## src/sabm_pkg.sv

```systemverilog
`timescale 1ns / 1ps
// ----------------------------------------------------------------------------
// sabm_pkg: shared types and constants of the semaphore arm animator
// Opcodes, pull phases, per-channel state layout, pipeline stage records
// and the constant-divide helpers.
// ----------------------------------------------------------------------------
package sabm_pkg;

  // default channel count
  localparam int CHANNELS_DEF = 16;

  // stream widths
  localparam int S_DATA_W = 80;
  localparam int S_USER_W = 2;
  localparam int M_DATA_W = 16;

  // opcodes, the remaining code leaves the channel alone
  localparam logic [1:0] OP_INIT    = 2'd0;
  localparam logic [1:0] OP_RELEASE = 2'd1;
  localparam logic [1:0] OP_PULL    = 2'd2;

  // motion constants
  localparam int GRAVITY = 3;
  localparam int NEAR    = 3;

  // divide by 30 on a 16-bit magnitude: multiply by ceil(2^20 / 30)
  localparam logic [15:0] DIV30_MUL   = 16'd34953;
  localparam int          DIV30_SHIFT = 20;
  // divide by 25 on a 20-bit magnitude: multiply by ceil(2^25 / 25)
  localparam logic [20:0] DIV25_MUL   = 21'd1342178;
  localparam int          DIV25_SHIFT = 25;

  typedef enum logic [1:0] {
    PH_FIRST,
    PH_PAUSE,
    PH_SECOND,
    PH_DONE
  } phase_t;

  // per-channel state, speed doubles as the pause counter
  typedef struct packed {
    phase_t      phase;
    logic [15:0] speed;
    logic [7:0]  pos;
  } arm_state_t;

  // one accepted request
  typedef struct packed {
    logic [1:0] op;
    logic [3:0] ch;
    logic       in_range;
    logic [7:0] tgt;
    logic [7:0] start;
    logic [7:0] lower;
    logic [7:0] upper;
    logic [6:0] coeff;
    logic [7:0] rate;
    logic [7:0] pause;
    logic [7:0] travel_start;
    logic [7:0] travel_end;
  } item_t;

  // after the first compute stage
  typedef struct packed {
    logic        [1:0]  op;
    logic        [3:0]  ch;
    logic               in_range;
    logic               rev;
    logic               settled;
    arm_state_t         cur;
    arm_state_t         alt;
    logic               alt_fin;
    logic        [7:0]  lower;
    logic        [11:0] q0;
    logic        [11:0] q1;
    logic        [15:0] spd_g;
    logic        [21:0] prod;
    logic               bneg;
  } s1_t;

  // after the second compute stage
  typedef struct packed {
    logic        [1:0]  op;
    logic        [3:0]  ch;
    logic               in_range;
    logic               rev;
    logic               settled;
    arm_state_t         cur;
    arm_state_t         alt;
    logic               alt_fin;
    logic        [7:0]  lower;
    logic               hit;
    logic        [15:0] quot;
    logic               bneg;
    arm_state_t         grav;
  } s2_t;

  // unsigned a / 30 for a below 2^16
  function automatic logic [10:0] div30(input logic [15:0] a);
    logic [31:0] p;
    p = {16'b0, a} * {16'b0, DIV30_MUL};
    return p[DIV30_SHIFT+10:DIV30_SHIFT];
  endfunction

  // signed 16-bit v / 30 truncated toward zero, two's complement result
  function automatic logic [11:0] sdiv30(input logic [15:0] v);
    logic [15:0] mag;
    logic [11:0] q;
    mag = v[15] ? (~v + 16'd1) : v;
    q   = {1'b0, div30(mag)};
    return v[15] ? (~q + 12'd1) : q;
  endfunction

endpackage

```

## src/sabm_ram.sv

```systemverilog
`timescale 1ns / 1ps
// ----------------------------------------------------------------------------
// sabm_ram: generic single-write single-read RAM
// One write port and one read port with registered read data.
// ----------------------------------------------------------------------------
module sabm_ram #(
  parameter int WIDTH = 8,
  parameter int DEPTH = 16
) (
  input  logic                                     clk,
  input  logic                                     we,
  input  logic [((DEPTH > 1) ? $clog2(DEPTH) : 1)-1:0] waddr,
  input  logic [WIDTH-1:0]                         wdata,
  input  logic                                     re,
  input  logic [((DEPTH > 1) ? $clog2(DEPTH) : 1)-1:0] raddr,
  output logic [WIDTH-1:0]                         rdata
);

  logic [WIDTH-1:0] mem [DEPTH];

  // write and registered read
  always_ff @(posedge clk) begin
    if (we) begin
      mem[waddr] <= wdata;
    end
    if (re) begin
      rdata <= mem[raddr];
    end
  end

endmodule

```

## src/sabm_stage_a.sv

```systemverilog
`timescale 1ns / 1ps
// ----------------------------------------------------------------------------
// sabm_stage_a: first compute stage
// Settle test, speed quotients, bounce product, and the full init and pull
// results.
// ----------------------------------------------------------------------------
module sabm_stage_a import sabm_pkg::*; (
  input  item_t      item,
  input  arm_state_t cur,
  output s1_t        s1
);

  logic        rev;
  logic        near_pos;
  logic        spd_small;
  logic [15:0] spd_g;
  logic [15:0] mag;
  logic [22:0] prod_w;
  logic [7:0]  mid;
  logic [7:0]  step;
  logic [9:0]  tgt_m3;
  logic        mid_hit;
  logic        tgt_hit;
  arm_state_t  alt;
  logic        alt_fin;

  assign rev = item.lower > item.upper;

  // release settle test: position near the target and speed near rest
  assign near_pos  = ({1'b0, cur.pos} <= ({1'b0, item.tgt} + 9'(NEAR))) &&
                     ({1'b0, item.tgt} <= ({1'b0, cur.pos} + 9'(NEAR)));
  assign spd_small = (cur.speed <= 16'(NEAR)) || (cur.speed >= 16'(-NEAR));

  // gravity speed and the bounce product magnitude
  assign spd_g  = cur.speed + 16'(GRAVITY);
  assign mag    = cur.speed[15] ? (~cur.speed + 16'd1) : cur.speed;
  assign prod_w = {7'b0, mag} * {16'b0, item.coeff};

  // pull stepping
  assign mid     = {1'b0, item.travel_end[7:1]} + {1'b0, item.travel_start[7:1]};
  assign step    = rev ? (cur.pos - item.rate) : (cur.pos + item.rate);
  assign tgt_m3  = {2'b0, item.tgt} - 10'(NEAR);
  assign mid_hit = rev ? (step <= mid) : (step >= mid);
  assign tgt_hit = rev ? ($signed({2'b0, step}) <= $signed(tgt_m3))
                       : ($signed({2'b0, step}) >= $signed(tgt_m3));

  // result of every opcode other than release
  always_comb begin
    alt     = cur;
    alt_fin = 1'b0;
    case (item.op)
      OP_INIT: begin
        alt.phase = PH_FIRST;
        alt.speed = '0;
        alt.pos   = item.start;
      end
      OP_PULL: begin
        case (cur.phase)
          PH_FIRST: begin
            alt.pos = step;
            if (mid_hit) begin
              alt.phase = PH_PAUSE;
              alt.speed = {8'b0, item.pause};
            end
          end
          PH_PAUSE: begin
            if (cur.speed == '0) begin
              alt.phase = PH_SECOND;
            end
            alt.speed = cur.speed - 16'd1;
          end
          PH_SECOND: begin
            alt.pos = step;
            if (tgt_hit) begin
              alt.phase = PH_DONE;
              alt_fin   = 1'b1;
            end
          end
          default: begin
            alt = cur;
          end
        endcase
      end
      default: begin
        alt = cur;
      end
    endcase
  end

  // stage record
  always_comb begin
    s1.op       = item.op;
    s1.ch       = item.ch;
    s1.in_range = item.in_range;
    s1.rev      = rev;
    s1.settled  = near_pos && spd_small;
    s1.cur      = cur;
    s1.alt      = alt;
    s1.alt_fin  = alt_fin;
    s1.lower    = item.lower;
    s1.q0       = sdiv30(cur.speed);
    s1.q1       = sdiv30(spd_g);
    s1.spd_g    = spd_g;
    s1.prod     = prod_w[21:0];
    s1.bneg     = ~cur.speed[15];
  end

endmodule

```

## src/sabm_stage_b.sv

```systemverilog
`timescale 1ns / 1ps
// ----------------------------------------------------------------------------
// sabm_stage_b: second compute stage
// Lower stop crossing test, gravity step and the percent divide of the
// bounce speed.
// ----------------------------------------------------------------------------
module sabm_stage_b import sabm_pkg::*; (
  input  s1_t s1,
  output s2_t s2
);

  logic [12:0] lower13;
  logic [12:0] pos13;
  logic [12:0] q0_13;
  logic        hit;
  logic [19:0] p4;
  logic [40:0] qprod;
  logic [11:0] qp1;
  arm_state_t  grav;

  // crossing test against the lower stop, signed 13-bit
  assign lower13 = {5'b0, s1.lower};
  assign pos13   = {5'b0, s1.cur.pos};
  assign q0_13   = {s1.q0[11], s1.q0};
  assign hit     = s1.rev ? ($signed(pos13) > $signed(lower13 - q0_13))
                          : ($signed(pos13) < $signed(lower13 + q0_13));

  // magnitude / 100 as (magnitude / 4) / 25
  assign p4    = s1.prod[21:2];
  assign qprod = {21'b0, p4} * {20'b0, DIV25_MUL};

  // gravity step, position wraps at 8 bits
  assign qp1 = s1.q1 + 12'd1;
  always_comb begin
    grav       = s1.cur;
    grav.speed = s1.spd_g;
    grav.pos   = s1.rev ? (s1.cur.pos + qp1[7:0]) : (s1.cur.pos - qp1[7:0]);
  end

  always_comb begin
    s2.op       = s1.op;
    s2.ch       = s1.ch;
    s2.in_range = s1.in_range;
    s2.rev      = s1.rev;
    s2.settled  = s1.settled;
    s2.cur      = s1.cur;
    s2.alt      = s1.alt;
    s2.alt_fin  = s1.alt_fin;
    s2.lower    = s1.lower;
    s2.hit      = hit;
    s2.quot     = qprod[DIV25_SHIFT+15:DIV25_SHIFT];
    s2.bneg     = s1.bneg;
    s2.grav     = grav;
  end

endmodule

```

## src/sabm_stage_c.sv

```systemverilog
`timescale 1ns / 1ps
// ----------------------------------------------------------------------------
// sabm_stage_c: final compute stage
// Bounce speed and position, release selection and the channel's new state.
// ----------------------------------------------------------------------------
module sabm_stage_c import sabm_pkg::*; (
  input  s2_t        s2,
  output arm_state_t nxt,
  output logic       fin
);

  logic [16:0] s17;
  logic [16:0] w17;
  logic [15:0] w;
  logic [11:0] q2;
  logic [8:0]  base;
  logic [7:0]  bpos;
  arm_state_t  rel;

  // signed bounce speed wrapped to 16 bits
  assign s17 = {1'b0, s2.quot};
  assign w17 = s2.bneg ? (~s17 + 17'd1) : s17;
  assign w   = w17[15:0];
  assign q2  = sdiv30(w);

  // reflect about the lower stop and apply the new speed
  assign base = {s2.lower, 1'b0} - {1'b0, s2.cur.pos};
  assign bpos = s2.rev ? (base[7:0] + q2[7:0]) : (base[7:0] - q2[7:0]);

  // release outcome
  always_comb begin
    if (s2.settled) begin
      rel = s2.cur;
    end else if (s2.hit) begin
      rel       = s2.cur;
      rel.speed = w;
      rel.pos   = bpos;
    end else begin
      rel = s2.grav;
    end
  end

  // opcode selection
  always_comb begin
    if (s2.op == OP_RELEASE) begin
      nxt = rel;
      fin = s2.settled;
    end else begin
      nxt = s2.alt;
      fin = s2.alt_fin;
    end
  end

endmodule

```

## src/servo_arm_bounce_motion_top.sv

```systemverilog
`timescale 1ns / 1ps
// ----------------------------------------------------------------------------
// servo_arm_bounce_motion_top: semaphore arm servo animator
// Per-channel position, speed and pull phase with init, gravity/bounce and
// two-stage pull steps.
// ----------------------------------------------------------------------------
// Usage:
//   s_axis carries one request per transfer: opcode in tuser, the channel
//   and the motion settings in tdata. m_axis returns one result per request
//   in request order: channel, position after the step and a finished flag.
//   The state is read at the accepting edge, then three compute stages
//   follow, the last one loading the result register shown on m_axis.
//   Requests for different channels are taken one per cycle while m_axis
//   is not holding the pipeline. A request for a channel that still has
//   a request in the pipeline waits until that one has written its state
//   back, so a single channel takes no new request until its last one is
//   through the per-channel state read, compute and write back loop.
//   Reset clears the per-channel valid bits, so every channel reads as
//   position 0, speed 0, first pull phase, and empties the pipeline; no
//   clearing pass is needed.
//   When m_axis_tready is low with a result waiting, the whole pipeline
//   holds and s_axis_tready drops; nothing is lost or repeated.
// ----------------------------------------------------------------------------
module servo_arm_bounce_motion_top import sabm_pkg::*; #(
  parameter int CHANNELS = CHANNELS_DEF
) (
  input  logic                clk,
  input  logic                rst,
  // request stream
  input  logic                s_axis_tvalid,
  output logic                s_axis_tready,
  // tdata: channel[3:0], target_position[11:4], start_position[19:12],
  // lower_stop[27:20], upper_stop[35:28], bounce_percent[42:36],
  // pull_rate[50:43], pause_steps[58:51], travel_start[66:59],
  // travel_end[74:67], zero[79:75]
  input  logic [S_DATA_W-1:0] s_axis_tdata,
  // tuser: opcode[1:0]
  input  logic [S_USER_W-1:0] s_axis_tuser,
  // result stream
  output logic                m_axis_tvalid,
  input  logic                m_axis_tready,
  // tdata: out_channel[3:0], position[11:4], finished[12], zero[15:13]
  output logic [M_DATA_W-1:0] m_axis_tdata
);

  localparam int ADDR_W = (CHANNELS > 1) ? $clog2(CHANNELS) : 1;
  localparam int ST_W   = $bits(arm_state_t);

  item_t             item_in;
  logic              advance;
  logic              hazard;
  logic              accept;
  logic              v0;
  logic              v1;
  logic              v2;
  logic              out_valid;
  item_t             s0;
  s1_t               s1;
  s2_t               s2;
  s1_t               s1_next;
  s2_t               s2_next;
  logic              rd_ok;
  logic [CHANNELS-1:0] ent_valid;
  logic [ST_W-1:0]   rd_data;
  arm_state_t        cur;
  arm_state_t        nxt;
  logic              fin;
  logic [ADDR_W-1:0] raddr;
  logic [ADDR_W-1:0] waddr;
  logic              wr_en;
  logic [3:0]        out_ch;
  logic [7:0]        out_pos;
  logic              out_fin;

  // request unpacking
  always_comb begin
    item_in.op           = s_axis_tuser[1:0];
    item_in.ch           = s_axis_tdata[3:0];
    item_in.in_range     = 32'(s_axis_tdata[3:0]) < 32'(CHANNELS);
    item_in.tgt          = s_axis_tdata[11:4];
    item_in.start        = s_axis_tdata[19:12];
    item_in.lower        = s_axis_tdata[27:20];
    item_in.upper        = s_axis_tdata[35:28];
    item_in.coeff        = s_axis_tdata[42:36];
    item_in.rate         = s_axis_tdata[50:43];
    item_in.pause        = s_axis_tdata[58:51];
    item_in.travel_start = s_axis_tdata[66:59];
    item_in.travel_end   = s_axis_tdata[74:67];
  end

  // pipeline moves as one when the result slot is free or being taken
  assign advance = !out_valid || m_axis_tready;
  assign hazard  = (v0 && (s0.ch == item_in.ch)) ||
                   (v1 && (s1.ch == item_in.ch)) ||
                   (v2 && (s2.ch == item_in.ch));
  assign s_axis_tready = advance && !hazard;
  assign accept        = s_axis_tvalid && s_axis_tready;

  // channel state store
  assign raddr = ADDR_W'(item_in.ch);
  assign waddr = ADDR_W'(s2.ch);
  assign wr_en = advance && v2 && s2.in_range;

  sabm_ram #(
    .WIDTH(ST_W),
    .DEPTH(CHANNELS)
  ) u_state_ram (
    .clk  (clk),
    .we   (wr_en),
    .waddr(waddr),
    .wdata(nxt),
    .re   (accept),
    .raddr(raddr),
    .rdata(rd_data)
  );

  // never-written channels read as the reset state
  assign cur = rd_ok ? arm_state_t'(rd_data) : arm_state_t'('0);

  sabm_stage_a u_stage_a (
    .item(s0),
    .cur (cur),
    .s1  (s1_next)
  );

  sabm_stage_b u_stage_b (
    .s1(s1),
    .s2(s2_next)
  );

  sabm_stage_c u_stage_c (
    .s2 (s2),
    .nxt(nxt),
    .fin(fin)
  );

  // pipeline control
  always_ff @(posedge clk) begin
    if (rst) begin
      v0        <= 1'b0;
      v1        <= 1'b0;
      v2        <= 1'b0;
      out_valid <= 1'b0;
    end else if (advance) begin
      v0        <= accept;
      v1        <= v0;
      v2        <= v1;
      out_valid <= v2;
    end
  end

  // entry valid bits
  always_ff @(posedge clk) begin
    if (rst) begin
      ent_valid <= '0;
    end else if (wr_en) begin
      ent_valid[waddr] <= 1'b1;
    end
  end

  // pipeline payload
  always_ff @(posedge clk) begin
    if (advance) begin
      s0      <= item_in;
      rd_ok   <= item_in.in_range && ent_valid[raddr];
      s1      <= s1_next;
      s2      <= s2_next;
      out_ch  <= s2.ch;
      out_pos <= s2.in_range ? nxt.pos : 8'd0;
      out_fin <= s2.in_range && fin;
    end
  end

  assign m_axis_tvalid = out_valid;
  assign m_axis_tdata  = {3'b0, out_fin, out_pos, out_ch};

  // no two requests for one channel are in flight together
  a_one_per_channel: assert property (@(posedge clk) disable iff (rst)
    !((v0 && v1 && (s0.ch == s1.ch)) || (v0 && v2 && (s0.ch == s2.ch)) ||
      (v1 && v2 && (s1.ch == s2.ch))))
    else $error("two in-flight requests share a channel");

  // a state read never collides with the write of the same entry
  a_no_rw_collision: assert property (@(posedge clk) disable iff (rst)
    (wr_en && accept && item_in.in_range) |-> (waddr != raddr))
    else $error("state read and write hit the same entry");

  // a channel outside the range reports position 0, not finished
  a_out_of_range: assert property (@(posedge clk) disable iff (rst)
    (out_valid && (32'(out_ch) >= 32'(CHANNELS))) |-> ((out_pos == 8'd0) && !out_fin))
    else $error("out of range channel gave a position");

  // a written entry is marked valid on the next cycle
  a_valid_after_write: assert property (@(posedge clk) disable iff (rst)
    wr_en |=> ent_valid[$past(waddr)])
    else $error("written entry not marked valid");

endmodule

```

## config.mk

```make
export PLATFORM = sky130hd
export DESIGN_NAME = servo_arm_bounce_motion_top
export DESIGN_NICKNAME = d
export VERILOG_FILES = /design/src/sabm_pkg.sv /design/src/sabm_ram.sv /design/src/sabm_stage_a.sv /design/src/sabm_stage_b.sv /design/src/sabm_stage_c.sv /design/src/servo_arm_bounce_motion_top.sv
export SDC_FILE = /design/constraint.sdc
export NUM_CORES = 2
export LEC_CHECK = 0
export BUFFER_PORTS_ARGS = -buffer_cell sky130_fd_sc_hd__buf_2
export CAP_MARGIN = 15
export CORE_ASPECT_RATIO = 0.7
export CORE_MARGIN = 4
export CORE_UTILIZATION = 45
export CTS_CLUSTER_DIAMETER = 60
export DETAILED_ROUTE_END_ITERATION = 10
export GPL_TIMING_DRIVEN = 0
export SLEW_MARGIN = 20
export SYNTH_ARGS = -nofsm -noshare
export SYNTH_HDL_FRONTEND = slang
export SYNTH_SLANG_ARGS = --single-unit
```

## constraint.sdc

```tcl
create_clock -name clk -period 22.5 [get_ports clk]
set_input_delay 2.25 -clock clk [delete_from_list [all_inputs] [get_ports clk]]
set_output_delay 2.25 -clock clk [all_outputs]
set_load 0.005 [all_outputs]
```

==> impl_results.rst <==
.. list-table::
   :header-rows: 1

   * - Metric
     - Value
   * - Time the worst path needs with I/O delays and setup
     - 12,860 ps
   * - CP top delay family
     - compound AO/OA/AOI/OAI gates
   * - Number of buffers between clock root and the deepest sink
     - 3
   * - Final hold violation count
     - 0
   * - Die width
     - 415 um
   * - Post-cts hold buffer count
     - 0
   * - TritonCTS clock tree
     - built
   * - Kind of end point of the critical path
     - flip-flop
   * - CP required
     - 22,810 ps
   * - Slew of the pin with the lowest slew margin
     - 1110 ps
   * - RSZ-0062 raised after global routing
     - no
   * - Antenna viol nets, final
     - 0
   * - Total clock buffers created by CTS
     - 80
   * - Leading cell type in the layout, fill and taps excluded
     - sky130_fd_sc_hd__edfxtp_1
   * - Setup TNS
     - 0 ps
   * - HP Class
     - flip-flop to flip-flop
   * - Number of register bits inferred by synthesis
     - 787
   * - Top fanout value on the critical path
     - 17
   * - CP max-delay cell
     - sky130_fd_sc_hd__a211oi_2
   * - Setup bufs post-CTS
     - 0
   * - Delay of the slowest cell on the worst path
     - 900 ps
   * - Post-synth ARST share
     - 0
   * - Mean Syn Cell Area
     - 12.8 um2
   * - Post-synth EDFFs
     - 767
   * - Finish-stage setup viols
     - 0
   * - Number of buffers and inverters on the critical path
     - 5
   * - Clock Skew
     - 65.7 ps
   * - Layout cells sized above 1
     - 0.113
   * - Core area
     - 115,000 um2
   * - Count of unique library cells instantiated by Yosys
     - 101
   * - Relative slew slack
     - 0.260
   * - Overall routing resource usage
     - 0.215
   * - Total grt overflow
     - 0
   * - Area share of the largest cell type after synthesis
     - 0.441
   * - DR iter-0 viols
     - 3,533
   * - Synthesized area
     - 52,300 um2
   * - Fraction of the cycle the final worst path needs
     - 0.572
   * - Gate count after technology mapping
     - 4,069
   * - Routed via count divided by cell count
     - 5.53
   * - Floorplan row count
     - 104
   * - Clock Tree Root
     - sky130_fd_sc_hd__clkbuf_16
   * - Initial core utilization
     - 0.454
   * - Sequential share of the synthesized area
     - 0.448
   * - Count of warnings emitted by yosys
     - 0
   * - Status
     - finished clean
   * - First drt pass iteration count
     - 5
   * - Clock Latency Late Sink
     - 700 ps
   * - Max Fclk
     - 0.0778 GHz
   * - Cell seen most often among critical-path stages
     - sky130_fd_sc_hd__xnor2_1
   * - Quantity of gates resized following cts
     - 0
   * - CP Launch Type
     - flip-flop
   * - Max-cap violations
     - 0
   * - Dominant synthesized flop cell
     - sky130_fd_sc_hd__edfxtp_1
   * - Vias in the first global route
     - 32,300
   * - Vias
     - 32,600
   * - Largest cells by area after synthesis
     - sky130_fd_sc_hd__edfxtp_1 44%, sky130_fd_sc_hd__ha_1 15%, sky130_fd_sc_hd__fa_1 10%
   * - Arrival time at the worst endpoint
     - 13,170 ps
   * - Drc violations
     - 0
   * - Sink Count
     - 787
   * - WL per Instance
     - 21.9 um
   * - Layout net count
     - 5,303
   * - Height of the die
     - 293 um
   * - Number of buffers inserted by port buffering
     - 92
   * - Most frequent cells in the layout
     - 767 x sky130_fd_sc_hd__edfxtp_1, 645 x sky130_fd_sc_hd__ha_1, 432 x sky130_fd_sc_hd__inv_1
   * - Die area
     - 122,000 um2
   * - Placer's final routability congestion estimate
     - 0.879
   * - Maximum number of pins on one net before global-route repair
     - 104
   * - Clock Pin Slew Worst Setup and Hold Paths
     - 60 ps
   * - Antenna violations before repair
     - 2
   * - Total Routed Length
     - 129,000 um
   * - Post-DP HPWL
     - 101,000 um
   * - Critical setup path kind
     - flip-flop to flip-flop
   * - Slew Viols, Final
     - 0
   * - Area growth from synthesis to layout
     - 11.6%
   * - Number of top-level design ports
     - 104
   * - Cell taking the most area after synthesis
     - sky130_fd_sc_hd__edfxtp_1
   * - Depth of the CTS H-tree
     - 3
   * - First-pass GRT wire length
     - 199,000 um
synth_stat cells (all sizes together), types with 16 or more instances:
library cell  count
nor2            189
nand3            50
xnor2           181
nand2           268
fa              272
o31ai            25
nor4             16
dfxtp            20
nor3             52
a21o             52
o21ai           137
nand2b           23
inv             434
a211oi           30
a21oi           168
buf              42
nor2b            33
a31oi            17
ha              645
nand4            25
xor2             77
and3             30
and2             50
clkbuf           94
o21bai           22
o21a             25
edfxtp          767
mux4            135
or3              24
worst register-to-register path: cells and delay by family (launching register included):
family                   cells  cell delay [ps]
AO/OA/AOI/OAI                8             3690
buffers and inverters        5             1180
flip-flops                   1              430
adder cells (fa/ha/maj)      8             2850
AND/OR/NAND/NOR              7             1850
XOR/XNOR                     9             2530
worst paths after layout:
path	slack [ps]	depth (start not counted)	endpoint	startpoint
setup / recovery	9640	37	out_pos[7]	s2[27]
hold reg to reg	390	0	s2[91]	s1[110]
setup reg to reg	9640	37	out_pos[7]	s2[27]
hold / removal	390	0	s2[91]	s1[110]
cell type report:
| type | instances | area [um2] |
|---|---|---|
| multi-input combinational | 2714 | 26800 |
| fill | 10000 | 56800 |
| clock inverter | 60 | 672 |
| sequential | 787 | 23400 |
| antenna | 2 | 5.00 |
| timing repair buffer | 147 | 1280 |
| tap | 1537 | 1920 |
| clock buffer | 85 | 2020 |
| inverter | 434 | 1640 |
| buffer | 136 | 559 |
layer usage:
| layer | global-route usage | vias up | wire length (um) |
|---|---|---|---|
| li1 | - | 15200 | - |
| met1 | 0.345 | 16100 | 64500 |
| met3 | 0.0473 | 153 | 11000 |
| met2 | 0.295 | 1207 | 51300 |
| met4 | 0.0455 | 0 | 2630 |
| met5 | 0 | - | 0 |
flip-flops by register name (all words and copies together), names as in the netlist:
register	flops
v0	1
out_ch	4
s0	75
s1	126
out_pos	8
s2	106
u_state_ram.rdata	26
v2	1
ent_valid	16
m_axis_tvalid	1
out_fin	1
rd_ok	1
u_state_ram.mem	416
waddr	4
v1	1
per-stage QoR:
stage          hold slack [ps]  cells  area [um2]  setup WS [ps]   util
2_1_floorplan              400   4071       52300          10330      -
3_3_place_gp               401   5700       54700           4760  0.475
3_5_place_dp               405   5755       55600          10020  0.483
4_1_cts                    387   5900       58300          10010  0.506
5_1_grt                    398   5900       58300           8850  0.506
6_report                   392   5902       58300           9640  0.507
cell families (layout without fill, tap and decap cells):
kind of cell,after synthesis,after routing,share of synthesized area
compound gates,577,577,0.0714
xor+xnor,259,259,0.0438
fa+ha+maj,917,917,0.259
buf+inv,570,862,0.0416
flops,787,787,0.448
mux,152,152,0.0615
other cells,1,5,0.0000717
simple gates,806,806,0.0747
Power is left out: the tool's default activity adds up to more than one toggle a clock period on the data nets, which glitch-free logic cannot reach.
